--- src/rtl/cda_pkg.sv ---
// Shared constants and calendar helper functions for the date adder.
// No dependencies; imported by every module of the block.
package cda_pkg;

  localparam int DAY_W     = 5;
  localparam int MONTH_W   = 4;
  localparam int IN_YEAR_W = 14;
  localparam int YEAR_W    = 15;   // working year, covers start year plus the walk
  localparam int DAYS_W    = 16;   // width of the days_to_add port
  localparam int DOY_W     = 9;    // day of year, 1..366
  localparam int R_W       = 9;    // year modulo 400

  localparam logic [DOY_W-1:0]   DAYS_LEAP   = 9'd366;
  localparam logic [DOY_W-1:0]   DAYS_COMMON = 9'd365;
  localparam logic [R_W-1:0]     CYCLE_LAST  = 9'd399;
  localparam logic [R_W-1:0]     CENT_1      = 9'd100;
  localparam logic [R_W-1:0]     CENT_2      = 9'd200;
  localparam logic [R_W-1:0]     CENT_3      = 9'd300;
  localparam logic [MONTH_W-1:0] MONTH_JAN   = 4'd1;
  localparam logic [MONTH_W-1:0] MONTH_FEB   = 4'd2;
  localparam logic [MONTH_W-1:0] MONTH_DEC   = 4'd12;

  // Year modulo 400 by restoring subtraction of 400 * 2^k.
  function automatic logic [R_W-1:0] year_mod400(input logic [IN_YEAR_W-1:0] y);
    logic [IN_YEAR_W-1:0] v;
    logic [IN_YEAR_W-1:0] step;
    v = y;
    for (int i = 5; i >= 0; i--) begin
      step = IN_YEAR_W'(400) << i;
      if (v >= step) begin
        v = v - step;
      end
    end
    return v[R_W-1:0];
  endfunction

  // Leap rule from the year's position in the 400-year cycle.
  function automatic logic is_leap(input logic [R_W-1:0] r);
    return (r[1:0] == 2'b00) && (r != CENT_1) && (r != CENT_2) && (r != CENT_3);
  endfunction

  function automatic logic [R_W-1:0] next_mod400(input logic [R_W-1:0] r);
    return (r == CYCLE_LAST) ? '0 : r + 1'b1;
  endfunction

  function automatic logic [DAY_W-1:0] month_days(input logic [MONTH_W-1:0] m,
                                                  input logic leap);
    logic [DAY_W-1:0] len;
    case (m) inside
      4'd1, 4'd3, 4'd5, 4'd7, 4'd8, 4'd10, 4'd12: len = 5'd31;
      4'd4, 4'd6, 4'd9, 4'd11:                    len = 5'd30;
      MONTH_FEB:                                  len = leap ? 5'd29 : 5'd28;
      default:                                    len = '0;
    endcase
    return len;
  endfunction

  // Days in the months before m in a common year.
  function automatic logic [DOY_W-1:0] days_before(input logic [MONTH_W-1:0] m);
    logic [DOY_W-1:0] d;
    case (m)
      4'd1:    d = 9'd0;
      4'd2:    d = 9'd31;
      4'd3:    d = 9'd59;
      4'd4:    d = 9'd90;
      4'd5:    d = 9'd120;
      4'd6:    d = 9'd151;
      4'd7:    d = 9'd181;
      4'd8:    d = 9'd212;
      4'd9:    d = 9'd243;
      4'd10:   d = 9'd273;
      4'd11:   d = 9'd304;
      4'd12:   d = 9'd334;
      default: d = '0;
    endcase
    return d;
  endfunction

endpackage

--- src/rtl/cda_front.sv ---
// Front end: accepts an item, checks the start date and folds the day count
// into a (year, day count) pair for the back end. Depends on cda_pkg.
module cda_front import cda_pkg::*; #(
  parameter int ADD_W = 16,
  parameter int CNT_W = 17
) (
  input  logic                 in_valid_i,
  output logic                 in_ready_o,
  input  logic [DAY_W-1:0]     start_day_i,
  input  logic [MONTH_W-1:0]   start_month_i,
  input  logic [IN_YEAR_W-1:0] start_year_i,
  input  logic [DAYS_W-1:0]    days_to_add_i,
  input  logic                 full_i,
  output logic                 push_o,
  output logic                 ok_o,
  output logic [YEAR_W-1:0]    year_o,
  output logic [R_W-1:0]       mod400_o,
  output logic [CNT_W-1:0]     cnt_o
);

  logic [R_W-1:0]   r;
  logic             leap;
  logic [DAY_W-1:0] mlen;
  logic [DOY_W-1:0] doy;
  logic [DOY_W-1:0] rem;
  logic [CNT_W-1:0] add_ext;
  logic [CNT_W-1:0] rem_ext;

  assign in_ready_o = !full_i;
  assign push_o     = in_valid_i && !full_i;

  always_comb begin
    r    = year_mod400(start_year_i);
    leap = is_leap(r);
    mlen = month_days(start_month_i, leap);
    ok_o = (start_month_i >= MONTH_JAN) && (start_month_i <= MONTH_DEC) &&
           (start_day_i != '0) && (start_day_i <= mlen);
    doy  = days_before(start_month_i) + DOY_W'(start_day_i) +
           DOY_W'(leap && (start_month_i > MONTH_FEB));
    rem  = (leap ? DAYS_LEAP : DAYS_COMMON) - doy;
    add_ext = CNT_W'(days_to_add_i[ADD_W-1:0]);
    rem_ext = CNT_W'(rem);
    // Stay in the start year when the count fits, else move to January 1st
    // of the next year and carry what is left.
    if (add_ext <= rem_ext) begin
      cnt_o    = CNT_W'(doy) + add_ext;
      year_o   = YEAR_W'(start_year_i);
      mod400_o = r;
    end else begin
      cnt_o    = add_ext - rem_ext;
      year_o   = YEAR_W'(start_year_i) + 1'b1;
      mod400_o = next_mod400(r);
    end
  end

endmodule

--- src/rtl/cda_queue.sv ---
// Two-entry queue between front and back end.
// Depends on cda_pkg only for style consistency of the import.
module cda_queue import cda_pkg::*; #(
  parameter int WIDTH = 42
) (
  input  logic             clk_i,
  input  logic             rst_ni,
  input  logic             push_i,
  input  logic [WIDTH-1:0] data_i,
  output logic             full_o,
  input  logic             pop_i,
  output logic [WIDTH-1:0] data_o,
  output logic             empty_o
);

  logic [WIDTH-1:0] mem_q [2];
  logic             wr_ptr_q, rd_ptr_q;
  logic [1:0]       count_q;

  assign full_o  = (count_q == 2'd2);
  assign empty_o = (count_q == 2'd0);
  assign data_o  = mem_q[rd_ptr_q];

  always_ff @(posedge clk_i or negedge rst_ni) begin
    if (!rst_ni) begin
      wr_ptr_q <= 1'b0;
      rd_ptr_q <= 1'b0;
      count_q  <= '0;
    end else begin
      if (push_i) begin
        wr_ptr_q <= !wr_ptr_q;
      end
      if (pop_i) begin
        rd_ptr_q <= !rd_ptr_q;
      end
      count_q <= count_q + 2'(push_i) - 2'(pop_i);
    end
  end

  always_ff @(posedge clk_i) begin
    if (push_i) begin
      mem_q[wr_ptr_q] <= data_i;
    end
  end

endmodule

--- src/rtl/cda_back.sv ---
// Back end: walks whole years, then months, and holds the result register.
// Depends on cda_pkg.
module cda_back import cda_pkg::*; #(
  parameter int CNT_W = 17
) (
  input  logic                 clk_i,
  input  logic                 rst_ni,
  input  logic                 empty_i,
  input  logic                 ok_i,
  input  logic [YEAR_W-1:0]    year_i,
  input  logic [R_W-1:0]       mod400_i,
  input  logic [CNT_W-1:0]     cnt_i,
  output logic                 pop_o,
  output logic                 out_valid_o,
  input  logic                 out_ready_i,
  output logic [DAY_W-1:0]     result_day_o,
  output logic [MONTH_W-1:0]   result_month_o,
  output logic [IN_YEAR_W-1:0] result_year_o,
  output logic                 date_valid_o
);

  typedef enum logic [1:0] {ST_IDLE, ST_YEAR, ST_MONTH} state_e;

  state_e               state_q, state_d;
  logic                 ok_q, ok_d;
  logic [YEAR_W-1:0]    year_q, year_d;
  logic [R_W-1:0]       r_q, r_d;
  logic [CNT_W-1:0]     cnt_q, cnt_d;
  logic [MONTH_W-1:0]   month_q, month_d;
  logic                 out_valid_q, out_valid_d;
  logic [DAY_W-1:0]     day_out_q, day_out_d;
  logic [MONTH_W-1:0]   month_out_q, month_out_d;
  logic [IN_YEAR_W-1:0] year_out_q, year_out_d;
  logic                 valid_out_q, valid_out_d;
  logic                 leap;
  logic [CNT_W-1:0]     diy;
  logic [CNT_W-1:0]     mlen;

  always_comb begin
    leap = is_leap(r_q);
    diy  = CNT_W'(leap ? DAYS_LEAP : DAYS_COMMON);
    mlen = CNT_W'(month_days(month_q, leap));

    state_d     = state_q;
    ok_d        = ok_q;
    year_d      = year_q;
    r_d         = r_q;
    cnt_d       = cnt_q;
    month_d     = month_q;
    day_out_d   = day_out_q;
    month_out_d = month_out_q;
    year_out_d  = year_out_q;
    valid_out_d = valid_out_q;
    out_valid_d = out_valid_q && !out_ready_i;
    pop_o       = 1'b0;

    case (state_q)
      ST_IDLE: begin
        if (!empty_i) begin
          pop_o   = 1'b1;
          ok_d    = ok_i;
          year_d  = year_i;
          r_d     = mod400_i;
          cnt_d   = cnt_i;
          month_d = MONTH_JAN;
          state_d = ok_i ? ST_YEAR : ST_MONTH;
        end
      end
      ST_YEAR: begin
        // Advance one whole year per cycle while the count overruns it.
        if (cnt_q > diy) begin
          cnt_d  = cnt_q - diy;
          year_d = year_q + 1'b1;
          r_d    = next_mod400(r_q);
        end else begin
          state_d = ST_MONTH;
        end
      end
      ST_MONTH: begin
        if (ok_q && (month_q < MONTH_DEC) && (cnt_q > mlen)) begin
          cnt_d   = cnt_q - mlen;
          month_d = month_q + 1'b1;
        end else if (!out_valid_q || out_ready_i) begin
          out_valid_d = 1'b1;
          valid_out_d = ok_q;
          day_out_d   = ok_q ? cnt_q[DAY_W-1:0] : '0;
          month_out_d = ok_q ? month_q : '0;
          year_out_d  = ok_q ? year_q[IN_YEAR_W-1:0] : '0;
          state_d     = ST_IDLE;
        end
      end
      default: state_d = ST_IDLE;
    endcase
  end

  always_ff @(posedge clk_i or negedge rst_ni) begin
    if (!rst_ni) begin
      state_q     <= ST_IDLE;
      out_valid_q <= 1'b0;
      ok_q        <= 1'b0;
      year_q      <= '0;
      r_q         <= '0;
      cnt_q       <= '0;
      month_q     <= '0;
      day_out_q   <= '0;
      month_out_q <= '0;
      year_out_q  <= '0;
      valid_out_q <= 1'b0;
    end else begin
      state_q     <= state_d;
      out_valid_q <= out_valid_d;
      ok_q        <= ok_d;
      year_q      <= year_d;
      r_q         <= r_d;
      cnt_q       <= cnt_d;
      month_q     <= month_d;
      day_out_q   <= day_out_d;
      month_out_q <= month_out_d;
      year_out_q  <= year_out_d;
      valid_out_q <= valid_out_d;
    end
  end

  assign out_valid_o    = out_valid_q;
  assign result_day_o   = day_out_q;
  assign result_month_o = month_out_q;
  assign result_year_o  = year_out_q;
  assign date_valid_o   = valid_out_q;

endmodule

--- src/rtl/calendar_date_add_days.sv ---
// Gregorian date plus a count of days: top level.
// Instantiates cda_front, cda_queue and cda_back; depends on cda_pkg.
//
// Usage: the input channel (in_valid_i / in_ready_o) takes a start date and
// a day count; the output channel (out_valid_o / out_ready_i) returns one
// result item per input item, in order. An invalid start date (month outside
// 1..12 or day outside the month) gives a zero date with date_valid_o low.
// Only the low ADD_BITS bits of days_to_add_i (at most 16) are used.
// From acceptance, the back end loads the item, steps whole years (fewer
// than days/365, up to 179 for a 16-bit count), leaves the year walk, makes
// up to 11 month steps and fills the output register; an invalid start date
// skips the year and month steps. The back end takes the next item on the
// cycle after it fills the output register, so it finishes one item before
// it starts the next and the year walk sets the rate. The front keeps
// accepting into a two-entry queue meanwhile; in_ready_o drops only when
// that queue is full.
// A stalled receiver holds the result register; the back end then holds its
// finished item until the register frees. Reset empties the queue and drops
// any item at work or waiting on the output.
module calendar_date_add_days import cda_pkg::*; #(
  parameter int ADD_BITS = 16
) (
  input  logic                 clk_i,
  input  logic                 rst_ni,
  input  logic                 in_valid_i,
  output logic                 in_ready_o,
  input  logic [DAY_W-1:0]     start_day_i,
  input  logic [MONTH_W-1:0]   start_month_i,
  input  logic [IN_YEAR_W-1:0] start_year_i,
  input  logic [DAYS_W-1:0]    days_to_add_i,
  output logic                 out_valid_o,
  input  logic                 out_ready_i,
  output logic [DAY_W-1:0]     result_day_o,
  output logic [MONTH_W-1:0]   result_month_o,
  output logic [IN_YEAR_W-1:0] result_year_o,
  output logic                 date_valid_o
);

  // Count bits that matter, and the working width of the day counter.
  localparam int ADD_W   = (ADD_BITS < DAYS_W) ? ADD_BITS : DAYS_W;
  localparam int CNT_W   = ((ADD_W > DOY_W) ? ADD_W : DOY_W) + 1;
  localparam int ENTRY_W = 1 + YEAR_W + R_W + CNT_W;

  logic               push, full, pop, empty;
  logic               f_ok, b_ok;
  logic [YEAR_W-1:0]  f_year, b_year;
  logic [R_W-1:0]     f_r, b_r;
  logic [CNT_W-1:0]   f_cnt, b_cnt;
  logic [ENTRY_W-1:0] q_wdata, q_rdata;

  // Classify and fold the start date as the item arrives.
  cda_front #(
    .ADD_W (ADD_W),
    .CNT_W (CNT_W)
  ) u_front (
    .in_valid_i    (in_valid_i),
    .in_ready_o    (in_ready_o),
    .start_day_i   (start_day_i),
    .start_month_i (start_month_i),
    .start_year_i  (start_year_i),
    .days_to_add_i (days_to_add_i),
    .full_i        (full),
    .push_o        (push),
    .ok_o          (f_ok),
    .year_o        (f_year),
    .mod400_o      (f_r),
    .cnt_o         (f_cnt)
  );

  assign q_wdata = {f_ok, f_year, f_r, f_cnt};

  // Decouple the front from the long-running back end.
  cda_queue #(
    .WIDTH (ENTRY_W)
  ) u_queue (
    .clk_i   (clk_i),
    .rst_ni  (rst_ni),
    .push_i  (push),
    .data_i  (q_wdata),
    .full_o  (full),
    .pop_i   (pop),
    .data_o  (q_rdata),
    .empty_o (empty)
  );

  assign {b_ok, b_year, b_r, b_cnt} = q_rdata;

  // Walk years and months, then hand the date to the output register.
  cda_back #(
    .CNT_W (CNT_W)
  ) u_back (
    .clk_i          (clk_i),
    .rst_ni         (rst_ni),
    .empty_i        (empty),
    .ok_i           (b_ok),
    .year_i         (b_year),
    .mod400_i       (b_r),
    .cnt_i          (b_cnt),
    .pop_o          (pop),
    .out_valid_o    (out_valid_o),
    .out_ready_i    (out_ready_i),
    .result_day_o   (result_day_o),
    .result_month_o (result_month_o),
    .result_year_o  (result_year_o),
    .date_valid_o   (date_valid_o)
  );

endmodule

--- config.mk ---
export PLATFORM = sky130hd
export DESIGN_NAME = calendar_date_add_days
export DESIGN_NICKNAME = d
export VERILOG_FILES = /design/src/rtl/cda_pkg.sv /design/src/rtl/cda_front.sv /design/src/rtl/cda_queue.sv /design/src/rtl/cda_back.sv /design/src/rtl/calendar_date_add_days.sv
export SDC_FILE = /design/constraint.sdc
export NUM_CORES = 1
export LEC_CHECK = 0
export BUFFER_PORTS_ARGS = -buffer_cell sky130_fd_sc_hd__buf_2
export CAP_MARGIN = 25
export CORE_MARGIN = 8
export CORE_UTILIZATION = 55
export DETAILED_ROUTE_END_ITERATION = 8
export PLACE_DENSITY = 0.73
export SLEW_MARGIN = 10
export SYNTH_ARGS = -nofsm -noshare
export SYNTH_HDL_FRONTEND = slang
export SYNTH_SLANG_ARGS = --single-unit
export TNS_END_PERCENT = 30
--- constraint.sdc ---
create_clock -name clk_i -period 4.18 [get_ports clk_i]
set_input_delay 0.627 -clock clk_i [delete_from_list [all_inputs] [get_ports clk_i]]
set_output_delay 0.627 -clock clk_i [all_outputs]
set_load 0.02 [all_outputs]
# Word-level counts from Yosys, hierarchy flattened
# Memory sizes are Yosys's and may differ from the RTL's.
# Cells that the tools add are included.
op_classes:
  addsub: 20
  n_mul: 0
  div_mod_pow: 0
  order_cmp: 14
  n_eq_ne: 41
  shift: 0
  mux: 50
  n_bitwise: 2
  reduce_logical: 38
ops:
  columns: ["op", "n"]
  rows:
  - ["2-to-1 mux 14 bit", 6]
  - ["2-to-1 mux 17 bit", 4]
  - ["2-to-1 mux 9 bit", 6]
  - ["case mux 17 bit (3 select lines)", 1]
  - ["2-to-1 mux 15 bit", 3]
  - ["== test 4 bit (second input constant)", 10]
  - ["2-to-1 mux 5 bit", 7]
  - ["== test 4 x 3 -> 1 bit (second input constant)", 8]
  - ["case mux 15 bit (2 select lines)", 1]
  - ["adder 9 x 1 -> 9 bit (second input constant)", 2]
  - ["== test 9 bit (second input constant)", 2]
  - ["!= test 9 x 7 -> 1 bit (second input constant)", 2]
  - ["!= test 9 x 8 -> 1 bit (second input constant)", 2]
  - ["!= test 9 bit (second input constant)", 2]
  - ["case mux 9 bit (2 select lines)", 1]
  - ["adder 9 x 16 -> 17 bit", 1]
  - ["> comparator 17 bit", 1]
  - ["> comparator 17 x 5 -> 1 bit", 1]
  - ["subtractor 16 x 9 -> 17 bit", 1]
  - ["subtractor 17 bit", 1]
  - ["subtractor 17 x 5 -> 17 bit", 1]
  - ["== test 4 x 2 -> 1 bit (second input constant)", 4]
  - ["<= comparator 16 x 9 -> 1 bit", 1]
  - ["adder 14 x 1 -> 15 bit (second input constant)", 1]
  - ["other kinds (47)", 96]
word_totals:
  reg_bits: 77
  latch_bits: 0
  ram_bits: 84
  rom_bits: 144
  inputBits: 43
  out_inout_bits: 26
  wordCells: 181
  memories: 2
memory_table:
  columns: ["memory", "depth", "word_bits", "rd", "rd_clocked_by_memory_dff", "write_ports", "line_no", "rtl"]
  rows:
  - ["(name not given)", 16, 9, 1, 0, 0, "cda_pkg.sv:61", "case (m)"]
  - ["u_queue.mem_q", 2, 42, 1, 0, 1, "cda_queue.sv:16", "logic [WIDTH-1:0] mem_q [2];"]

# Logic depth before layout (Yosys ltp)
logic_depth:
  word_depth: 22
  mapped_depth: 58
  mapped_depth_nobuf: 55

# By module
# A second synthesis with hierarchy kept.
hier_totals:
  hier_cells: 1356
  hier_area_um2: 12544.5
modules_own_cells:
  columns: ["mod", "instances", "cells_each", "area_per_inst_um2", "seq_area_each_um2"]
  rows:
  - ["cda_back", 1, 589, 4888.4, 1801.7]
  - ["cda_front", 1, 621, 4226.6, 0.0]
  - ["cda_queue", 1, 146, 3429.5, 2622.5]

# Worst setup path before layout
# Ideal clock, no wire load.
synth_path:
  kind: "input port to flip-flop"
  startpoint: "in start_year_i[9]"
  endpoint: "mem u_queue.mem_q[0][23], data pin"
  arrival_time_ns: 12.385
  slack_ns: -8.468
  path_stages: 54
  path_buffers: 2
  path_cell_list: "clkbuf_1 a21bo_2 o21a_1 ha_1 or4b_1 o21a_1 nor2_2 xnor2_1 inv_1 ha_1 nor4b_4 a211oi_2 o221a_1 or4_4 a22o_2 a311oi_4 xor2_2 ha_1 [... 18 more ...] fa_1 ha_1 nor2b_1 o21ai_0 a21boi_0 o21ai_0 a21boi_0 o21ai_0 nand2b_1 a21o_1 a21o_1 o31ai_1 clkbuf_1 or2_2 nor2_1 mux2_1 a22oi_1 xnor2_1"
synth_via:
  elab_chain_cells: 21
synth_rtl:
  columns: ["item", "line_no", "rtl"]
  rows:
  - ["start, declared", "calendar_date_add_days.sv:29", "input logic [IN_YEAR_W-1:0] start_year_i,"]
  - ["subtractor 14 bit or >= comparator 14 bit (tied branches)", "cda_pkg.sv:31, cda_pkg.sv:30", null]
  - ["2-to-1 mux 14 bit (*)", "cda_pkg.sv:30", "if (v >= step) begin"]
  - ["subtractor 14 x 13 -> 14 bit or >= comparator 14 x 13 -> 1 bit (tied branches)", "cda_pkg.sv:31, cda_pkg.sv:30", null]
  - ["2-to-1 mux 14 bit (*)", "cda_pkg.sv:30", null]
  - ["subtractor 14 x 12 -> 14 bit or >= comparator 14 x 12 -> 1 bit (tied branches)", "cda_pkg.sv:31, cda_pkg.sv:30", null]
  - ["2-to-1 mux 14 bit (*)", "cda_pkg.sv:30", null]
  - ["subtractor 14 x 11 -> 14 bit or >= comparator 14 x 11 -> 1 bit (tied branches)", "cda_pkg.sv:31, cda_pkg.sv:30", null]
  - ["2-to-1 mux 14 bit (*)", "cda_pkg.sv:30", null]
  - ["[... 4 more ...]", null, null]
  - ["!= test 9 x 7 -> 1 bit or logical NOT 2 bit (tied branches)", "cda_pkg.sv:39", "return (r[1:0] == 2'b00) && (r != CENT_1) && (r != CENT_2) && (r != CENT_3);"]
  - ["logical AND 1 bit (3 in series)", "cda_pkg.sv:39", null]
  - ["logical AND 1 bit", "cda_front.sv:39", "DOY_W'(leap && (start_month_i > MONTH_FEB));"]
  - ["adder 9 x 1 -> 9 bit", "cda_front.sv:38", "doy = days_before(start_month_i) + DOY_W'(start_day_i) +"]
  - ["subtractor 9 bit", "cda_front.sv:40", "rem = (leap ? DAYS_LEAP : DAYS_COMMON) - doy;"]
  - ["<= comparator 16 x 9 -> 1 bit", "cda_front.sv:45", "if (add_ext <= rem_ext) begin"]
  - ["2-to-1 mux 9 bit (*)", "cda_front.sv:45", null]
  - ["named net f_r[6]", "calendar_date_add_days.sv:47", "logic [R_W-1:0] f_r, b_r;"]
  - ["end, declared", "cda_queue.sv:16", null]
# The timed path passes the listed nets; every way through them passes the cells marked *.

# Worst setup path in the final report
layout_path:
  startpoint: "in start_year_i[10]"
  endpoint: "mem u_queue.mem_q[1][23], data pin"
# The elaborated chain is that of the path after synthesis.

==> results.json <==
{
  "status": "finished, violations left",
  "violations": "negative setup slack",
  "peak_vdd_ir_mv": 0.438,
  "overflow": 0,
  "grt-busiest-layer": "met2",
  "critical_path_required_ns": 4.34,
  "timing.setup.tns_ns": -556.24,
  "max_slew_margin": 0.348,
  "drt_first_pass_iters": 6,
  "placed_cells_incl_taps": 1771,
  "final.setup_skew_ns": 0.00608,
  "die_y_microns": 162,
  "cp.arrival_ns": 11.54,
  "post_synth_num_cell_types": 105,
  "clockBufferDepth": 2,
  "layout.cells.non_filler": 1841,
  "dr_total_vias": 10800,
  "tritoncts": "built",
  "synth-edff-count": 82,
  "grt.met2_usage": 0.381,
  "setup_viol_count_final": 82,
  "ys_seq_area_frac": 0.374,
  "worstHoldPathType": "input pin to asynchronous set/reset pin",
  "dieArea_sq_mm": 0.0261,
  "path_max_fanout": 4,
  "worst_path_largest_cell_delay_ns": 0.59,
  "share_of_the_synthesized_area_in_the_top_cell_type": 0.211,
  "cts_clock_pin_slew_for_the_worst_setup_and_hold_paths_ns": 0.07,
  "cts-htree-levels": 4,
  "worst-r2r-setup-slack_ns": 0.34,
  "share_of_flip_flops_with_an_asynchronous_set_or_reset_after_synthesis": 0.481,
  "grt_setup_unrepaired": "yes",
  "time_the_worst_path_needs_with_i_o_delays_and_setup_ns": 11.38,
  "finalCritPeriodShare": 2.72,
  "clock_net_sink_count": 158,
  "max_cap_viol_count": 0,
  "crit_path_top_delay_cell": "sky130_fd_sc_hd__fa_2",
  "worst_r2r_path_depth": 18,
  "worstReg2RegEnd": "u_back.cnt_q[16]$_DFFE_PN0P_",
  "core_area_sq_mm": 0.0209,
  "wire_length_of_the_first_global_routing_pass_mm": 50.0,
  "port_buffers": 68,
  "fp.dieW_microns": 162,
  "syn2layout_area_growth_pct": 31.6,
  "mappedNetlistArea_sq_mm": 0.0117,
  "gr-usage-all-layers": 0.229,
  "synth_area_per_inst_sq_um": 9.26,
  "hold_buffers": 0,
  "num_antenna_cells": 0,
  "timing.final.hold_violations": 0,
  "worst_setup_path_start_kind": "input pin",
  "place_congestion": 0.908,
  "grt_pass1_vias": 10400,
  "kind_of_end_point_of_the_critical_path": "register",
  "ant_nets": 0,
  "routed_wirelength_normalized_by_instance_count_microns": 17.0,
  "finalWirelength_mm": 31.2,
  "clockRootBuffer": "sky130_fd_sc_hd__clkbuf_16",
  "i_o_pin_total": 69,
  "clock_latency_ns": 0.43,
  "leakage_power_nw": 6.75,
  "yosys_register_bits": 158,
  "initial_antenna_violation_count": 0,
  "timing.final.max_slew_violations": 0,
  "detail_route.vias_per_cell": 5.85,
  "postSynth.topFlopCell": "sky130_fd_sc_hd__edfxtp_1",
  "clock.fmax_mhz": 87.9,
  "synthesis.nets": 1376,
  "max_slew.worst_pin.slew_ns": 0.965,
  "worst_r2r_src": "u_back.r_q[5]$_DFFE_PN0P_",
  "rows": 53,
  "path_class": "input pin to register",
  "hpwl_mm": 21.7,
  "final.setup.worst_slack_ns": -7.20,
  "netlist_instances": 1258,
  "synthTopCellsByArea": "sky130_fd_sc_hd__edfxtp_1 (21%), sky130_fd_sc_hd__dfrtp_1 (16%), sky130_fd_sc_hd__ha_1 (7.3%), sky130_fd_sc_hd__nand2_1 (4.8%), sky130_fd_sc_hd__o21ai_0 (4.7%)",
  "cts_made_buffers": 17,
  "pin_count_of_the_biggest_net_entering_global_routing": 77,
  "drc_errors": 0,
  "net_count_final": 1671,
  "leading_area_contributor_after_synthesis": "sky130_fd_sc_hd__edfxtp_1",
  "gr-usage-met1": 0.302,
  "drive_gt1_frac": 0.340,
  "global_route.usage.met3": 0.0331,
  "start_util": 0.558,
  "ys_warn_count": 0,
  "power_density_mw_per_mm2": 690,
  "initialDrtViolationCount": 792
}
final cells by class:
class / count / area [sq um]
sequential: 158 / 4370
inverter: 65 / 244
clock buffer: 17 / 425
fill: 1511 / 5550
timing repair buffer: 334 / 2450
clock inverter: 15 / 164
multi-input combinational: 977 / 7350
tap: 275 / 344
where the power goes:
| part | switching [mW] | internal (mW) | leakage [nW] | total, mW |
|---|---|---|---|---|
| sequential | 0.548 | 2.38 | 1.71 | 2.93 |
| clock | 0.647 | 0.889 | 0.285 | 1.54 |
| combinational | 3.36 | 2.77 | 4.76 | 6.12 |
cells in the mapped netlist, types with 4 or more instances:
| library cell | instances |
|---|---|
| sky130_fd_sc_hd__inv_1 | 65 |
| sky130_fd_sc_hd__o21bai_1 | 7 |
| sky130_fd_sc_hd__clkbuf_1 | 40 |
| sky130_fd_sc_hd__nand3_1 | 48 |
| sky130_fd_sc_hd__o32ai_1 | 4 |
| sky130_fd_sc_hd__a31oi_1 | 6 |
| sky130_fd_sc_hd__buf_4 | 4 |
| sky130_fd_sc_hd__nand4_1 | 8 |
| sky130_fd_sc_hd__o21ai_0 | 109 |
| sky130_fd_sc_hd__or3_1 | 4 |
| sky130_fd_sc_hd__xnor2_1 | 52 |
| sky130_fd_sc_hd__o21a_1 | 7 |
| sky130_fd_sc_hd__buf_1 | 6 |
| sky130_fd_sc_hd__o211ai_1 | 7 |
| sky130_fd_sc_hd__a21o_1 | 19 |
| sky130_fd_sc_hd__nor3b_1 | 4 |
| sky130_fd_sc_hd__a211oi_1 | 14 |
| sky130_fd_sc_hd__o31ai_1 | 15 |
| sky130_fd_sc_hd__fa_1 | 7 |
| sky130_fd_sc_hd__nor2b_1 | 24 |
| sky130_fd_sc_hd__nor4_1 | 5 |
| sky130_fd_sc_hd__nand4b_1 | 4 |
| sky130_fd_sc_hd__edfxtp_1 | 82 |
| sky130_fd_sc_hd__a21oi_1 | 81 |
| sky130_fd_sc_hd__and3_1 | 24 |
| sky130_fd_sc_hd__a22oi_1 | 6 |
| sky130_fd_sc_hd__dfrtp_1 | 76 |
| sky130_fd_sc_hd__o31a_1 | 4 |
| sky130_fd_sc_hd__a221oi_1 | 7 |
| sky130_fd_sc_hd__nor3_1 | 15 |
| sky130_fd_sc_hd__nand2b_1 | 11 |
| sky130_fd_sc_hd__xor2_1 | 22 |
| sky130_fd_sc_hd__mux2_2 | 21 |
| sky130_fd_sc_hd__nand2_1 | 150 |
| sky130_fd_sc_hd__a22o_1 | 4 |
| sky130_fd_sc_hd__nor2_1 | 60 |
| sky130_fd_sc_hd__nand3b_1 | 11 |
| sky130_fd_sc_hd__and2_1 | 4 |
| sky130_fd_sc_hd__o22ai_1 | 24 |
| sky130_fd_sc_hd__ha_1 | 68 |
| sky130_fd_sc_hd__o221ai_1 | 6 |
| sky130_fd_sc_hd__mux2i_1 | 23 |
layout by cell type (no fill, tap or decap), types with 12 or more instances in the layout:
cell type                   instances
sky130_fd_sc_hd__inv_1             61
sky130_fd_sc_hd__xor2_1            21
sky130_fd_sc_hd__o22ai_1           24
sky130_fd_sc_hd__xnor2_1           41
sky130_fd_sc_hd__o21ai_0           96
sky130_fd_sc_hd__buf_4            253
sky130_fd_sc_hd__mux2i_1           23
sky130_fd_sc_hd__and3_1            22
sky130_fd_sc_hd__mux2_2            21
sky130_fd_sc_hd__o31ai_1           12
sky130_fd_sc_hd__nand3_1           42
sky130_fd_sc_hd__dfrtp_1           75
sky130_fd_sc_hd__ha_1              61
sky130_fd_sc_hd__buf_2             65
sky130_fd_sc_hd__edfxtp_1          82
sky130_fd_sc_hd__xnor2_2           12
sky130_fd_sc_hd__nor2_1            56
sky130_fd_sc_hd__a21oi_1           74
sky130_fd_sc_hd__buf_6             12
sky130_fd_sc_hd__clkbuf_16         17
sky130_fd_sc_hd__a21o_1            19
sky130_fd_sc_hd__nand2_1          140
sky130_fd_sc_hd__a211oi_1          13
sky130_fd_sc_hd__nor2b_1           23
worst max-delay path, delay by kind of cell:
kind                       cells  cell delay, ns
AOI/OAI and AO/OA             22            4.25
xor gates and xnor gates       3            0.48
adders and majority gates      9            2.69
buffers and inverters          4            0.43
muxes                          2            0.48
and+or+nand+nor               14            2.57
routing by layer:
metal / wire length, microns / part of all wire / vias to the layer above
li1: - / - / 5211
met1: 13500 / 0.43 / 5128
met2: 15100 / 0.48 / 361
met3: 1850 / 0.059 / 68
met4: 716 / 0.023 / 0
met5: 0 / 0 / -
metrics by stage:
stage / total power, mW / hold slack, ns / worst slack (ns) / util / cell area, sq um
finish: 10.6 / 0.0281 / -7.20 / 0.735 / 15300
floorplan: 6.66 / 0.331 / -7.74 / - / 11800
detailed placement: 8.44 / 0.467 / -7.61 / 0.667 / 13900
CTS: 10.3 / 0.382 / -6.92 / 0.716 / 15000
global route: 11.3 / 0.0272 / -7.54 / 0.735 / 15300
global placement: 8.24 / 0.455 / -7.24 / 0.667 / 13900
registers in the layout, indices dropped and copies added (netlist names):
register               count
u_back.out_valid_o         1
u_back.year_q             14
u_back.result_month_o      4
u_back.ok_q                1
u_back.cnt_q              17
u_back.state_q             2
u_queue.wr_ptr_q           1
u_back.month_q             4
u_back.r_q                 9
u_queue.count_q            2
u_back.date_valid_o        1
u_back.result_year_o      14
u_queue.mem_q             82
u_queue.rd_ptr_q           1
u_back.result_day_o        5
worst max path at each step:
stage / from / end / slack, ns / cells after the start
floorplan: start_year_i[11] / u_queue.mem_q[0][14]$_DFFE_PP_ / -7.74 / 55
finish: start_year_i[10] / u_queue.mem_q[1][23]$_DFFE_PP_ / -7.20 / 54
global placement: start_year_i[11] / u_queue.mem_q[0][23]$_DFFE_PP_ / -7.24 / 54
detailed placement: start_year_i[11] / u_queue.mem_q[0][22]$_DFFE_PP_ / -7.61 / 55
CTS: start_year_i[10] / u_queue.mem_q[0][23]$_DFFE_PP_ / -6.92 / 54
global route: start_year_i[10] / u_queue.mem_q[1][23]$_DFFE_PP_ / -7.54 / 54
kinds of logic (layout without fill, tap and decap cells):
kind of cell,count (synthesis),in the layout,share of synthesized area
AND/OR/NAND/NOR,405,405,0.179
AO/OA/AOI/OAI,371,371,0.208
flip-flops,158,158,0.374
buffers and inverters,123,431,0.0456
XOR/XNOR,77,77,0.0604
adder cells (fa/ha/maj),76,76,0.0859
multiplexers,48,48,0.0461
repair_timing:
action	CTS	global route
buffers inserted	30	16
cloned	0	0
pin swaps	32	20
gates resized for setup	51	61
setup endpoints to repair	82	110
hold endpoints to repair	0	0
Power figures use the tool's default switching activity.
